--- config.mk ---
export PLATFORM = sky130hd
export DESIGN_NAME = ship_clear_seq
export DESIGN_NICKNAME = d
export VERILOG_FILES = /design/src/hdl/ship_pkg.sv /design/src/hdl/ship_clear_seq.sv
export SDC_FILE = /design/constraint.sdc
export NUM_CORES = 1
export LEC_CHECK = 0
export ABC_AREA = 1
export BUFFER_PORTS_ARGS = -buffer_cell sky130_fd_sc_hd__buf_2
export CAP_MARGIN = 20
export CORE_MARGIN = 4
export CORE_UTILIZATION = 50
export CTS_CLUSTER_SIZE = 14
export DETAILED_ROUTE_END_ITERATION = 8
export HOLD_SLACK_MARGIN = 0.02
export PLACE_DENSITY = 0.82
export SYNTH_ARGS = -nofsm -noshare
export SYNTH_HDL_FRONTEND = slang
export SYNTH_SLANG_ARGS = --single-unit
--- constraint.sdc ---
create_clock -name clk_i -period 1.8 [get_ports clk_i]
set_clock_uncertainty 0.15 [all_clocks]
set_input_delay 0 -clock clk_i [delete_from_list [all_inputs] [get_ports clk_i]]
set_output_delay 0 -clock clk_i [all_outputs]
set_load 0.03 [all_outputs]
--- src/hdl/ship_pkg.sv ---
package ship_pkg;
  // cache geometry and field widths
  localparam int unsigned Sets = 2048;
  localparam int unsigned Ways = 16;
  localparam int unsigned SigBits = 6;
  localparam int unsigned AddrBits = 20;
  localparam int unsigned SetW = $clog2(Sets);
  localparam int unsigned WayW = $clog2(Ways);
  localparam int unsigned RrpvMax = 3;
  localparam logic [1:0] RrpvNear = 2'd0;
  localparam logic [1:0] RrpvLong = 2'd1;
  localparam logic [1:0] RrpvDist = 2'd3;
  localparam logic [2:0] StreakMax = 3'd7;
  localparam logic [2:0] ThreshReset = 3'd4;
  localparam logic [1:0] CtrMax = 2'd3;
  localparam logic [1:0] CtrReset = 2'd1;
  localparam logic ActQuery = 1'b0;
  localparam logic ActUpdate = 1'b1;
endpackage

--- src/hdl/ship_clear_seq.sv ---
module ship_clear_seq #(
  parameter int unsigned Depth = 2048
) (
  input  logic clk_i,
  input  logic rst_ni,
  output logic busy_o,
  output logic [$clog2(Depth)-1:0] addr_o
);
  import ship_pkg::*;
  localparam int unsigned AW = $clog2(Depth);
  logic [AW:0] cnt_q, cnt_d;
  logic busy_q;
  always_comb begin
    cnt_d = cnt_q + 1'b1;
  end
  always_ff @(posedge clk_i or negedge rst_ni) begin
    if (!rst_ni) begin
      cnt_q <= '0;
      busy_q <= 1'b1;
    end else if (busy_q) begin
      cnt_q <= cnt_d;
      if (cnt_d == (AW+1)'(Depth)) busy_q <= 1'b0;
    end
  end
  assign busy_o = busy_q;
  assign addr_o = cnt_q[AW-1:0];
endmodule

==> results_dict.tcl <==
set metrics [dict create \
    htreeDepth 1 \
    synth_cells 124 \
    grt_usage_pct 14.8 \
    nNetsFinal 135 \
    drt_iter0_markers 22 \
    clock_sinks 13 \
    peakVddDrop_v 0.000386 \
    core_um2 1590 \
    slew_viol_final 0 \
    seqCellArea_um2 328 \
    timing.final.crit_period_ns 1.65 \
    setup_violations 0 \
    cellPowerDensity_nw_per_um2 514 \
    n_fill_cell 153 \
    syn_to_final_growth_pct 5.78 \
    wl_per_cell_um 10.9 \
    arrival_ns 1.70 \
    dp_hpwl_mm 1.22 \
    critPathLaunchType "flip-flop" \
    yosysSeqAreaShare_pct 36.8 \
    final_antenna_net_count 0 \
    status "finished clean" \
    dieWidth_um 50.1 \
    grt_max_degree 15 \
    rows 14 \
    crit_fanout 5 \
    place_inst 147 \
    fin_ws_ns 0.153 \
    hold_path.class "input port to asynchronous set/reset pin" \
    worstSetupPathType "flip-flop to flip-flop" \
    drc 0 \
    root_buffer "clkbuf_4" \
    final_cells 154 \
    end_kind "flip-flop" \
    synth_seq_cells 13 \
    max_cap_violations 0 \
    leakage_nw 0.459 \
    final_common_cell "nand2_1" \
    clkLatencyLatePin_ns 0.28 \
    num_antenna_cells 0 \
    cts_buffer_depth 2 \
    pre_cts_slack_ns 0.122 \
    io_buffers 13 \
    vias_per_cell 5.03 \
    drive_gt1_share_pct 20.0 \
    final_cell_mix "nand2_1 (43), buf_2 (13), inv_1 (12)" \
    dr_wl_met2_um 794 \
    tightest_slew_ns 0.555 \
    grt_pass1_wl_mm 2.88 \
    antenna_found_initial 0 \
    cts_buffers 3 \
    wl_mm 1.67 \
    die-area_um2 2510 \
    grt_pass1_vias 685 \
    grt-ovfl-total 0 \
    io_pins 14 \
    fmax_ghz 0.607 \
    hold_viol 0 \
    cts_tree "done" \
    syn_area_um2 887 \
    clk_pin_slew_worst_paths_ns 0.08 \
    top_layer "met4" \
    syn_avg_cell_area_um2 7.15 \
    yosysUniqueCellTypes 19 \
    final.period_utilization_pct 91.5 \
    crit_required_ns 1.85 \
    dr.pass1.iters 4 \
    multiInputGateArea_um2 413 \
    routed-via-count 775 \
    dr_wl_met3_um 85 \
    gp_congestion 0.829 \
    syn-num-nets 128 \
    slew_headroom_pct 62.9 \
    yosys_warnings 0 \
    die_h_um 50.1 \
    start_util_pct 55.7 \
    drt-met1-wl_um 760 \
]
[logic make-up after synthesis]
| group | after synthesis | synth area share (%) |
|---|---|---|
| AO/OA/AOI/OAI | 12 | 7.33 |
| AND/OR/NAND/NOR | 69 | 34.3 |
| XOR/XNOR | 1 | 0.987 |
| flip-flops | 13 | 36.8 |
| buffers and inverters | 27 | 17.8 |
| adder cells (fa/ha/maj) | 2 | 2.82 |
[cell usage after synthesis]
cell / count / area (um2)
nor2_4: 2 / 22.5
inv_1: 12 / 45.0
nor2_1: 9 / 33.8
dfrtp_1: 12 / 300
o21ai_0: 10 / 50.1
ha_1: 2 / 25.0
nor2_2: 1 / 6.26
xor2_1: 1 / 8.76
nand2_2: 1 / 6.26
o21bai_1: 2 / 15.0
nand3_2: 1 / 10.0
nand3_1: 9 / 45.0
nand4_1: 3 / 18.8
buf_6: 2 / 22.5
clkbuf_1: 1 / 3.75
inv_2: 1 / 3.75
dfstp_2: 1 / 26.3
nand2_1: 43 / 161
buf_4: 11 / 82.6
[stage by stage]
step                      power, mW  utilization, %  TNS, ns  hold slack (ns)  instance area (um2)
after floorplan               0.298               -        0           -0.446                  887
after global placement        0.304            54.8        0           -0.250                  873
after detailed placement      0.304            54.8        0           -0.252                  873
after CTS                     0.489            57.7        0           0.0368                  920
after global routing          0.500            58.9  -0.0187           0.0361                  938
final                         0.482            58.9        0           0.0386                  938
[path summary, 6_finish.rpt]
check | startpoint | end | slack, ns | cells past startpoint
setup / recovery | cnt_q[0] | busy_o | 0.15 | 10
hold / removal | rst_ni | busy_o | 0.04 | 2
setup reg to reg | cnt_q[0] | busy_o | 0.15 | 10
hold reg to reg | cnt_q[0] | cnt_q[0] | 0.37 | 1
max in group asynchronous | rst_ni | cnt_q[0] | 0.47 | 3
min in group clk_i | cnt_q[0] | cnt_q[0] | 0.37 | 1
[metal layers]
| layer | up-vias | GRT usage (%) |
|---|---|---|
| met2 | 17 | 23.9 |
| met1 | 360 | 19.0 |
| met3 | 4 | 1.81 |
| met4 | 0 | 8.29 |
| li1 | 394 | - |
| met5 | - | 0 |
[power breakdown]
group / total [mW] / switching (mW) / internal [mW]
registers: 0.292 / 0 / 0.292
logic: 0.00970 / 0.00606 / 0.00364
clock network: 0.180 / 0.0944 / 0.0860
total: 0.482 / 0.100 / 0.381
[flip-flops by register name, summed over array words and instances, names as in the netlist]
name,count
busy_o,1
cnt_q,12
[cell type report]
class                           instances  area share [%]
Sequential cell                        13            34.9
Inverter                               13            5.20
Clock buffer                            4            2.80
Multi-Input combinational cell         84            44.0
Timing Repair Buffer                   16            9.87
Tap cell                               24            3.20
[repair_timing]
action                                  CTS  global route
setup buffers                             0             1
hold endpoints to repair                 13             0
resized for setup                         0             3
endpoints found under the setup margin    0             1
hold buffers                              2             0
[critical path: stages, from the launching register on]
cell	delay [ns]
dfrtp_2	0.41
ha_1	0.23
nand3_2	0.14
nor2_4	0.16
nand2_1	0.06
nand2_1	0.06
nand2_1	0.06
nor2_1	0.11
nand2_1	0.06
nor2_1	0.08
nor2_1	0.04
Note: power is estimated with default switching activity, not from simulation.
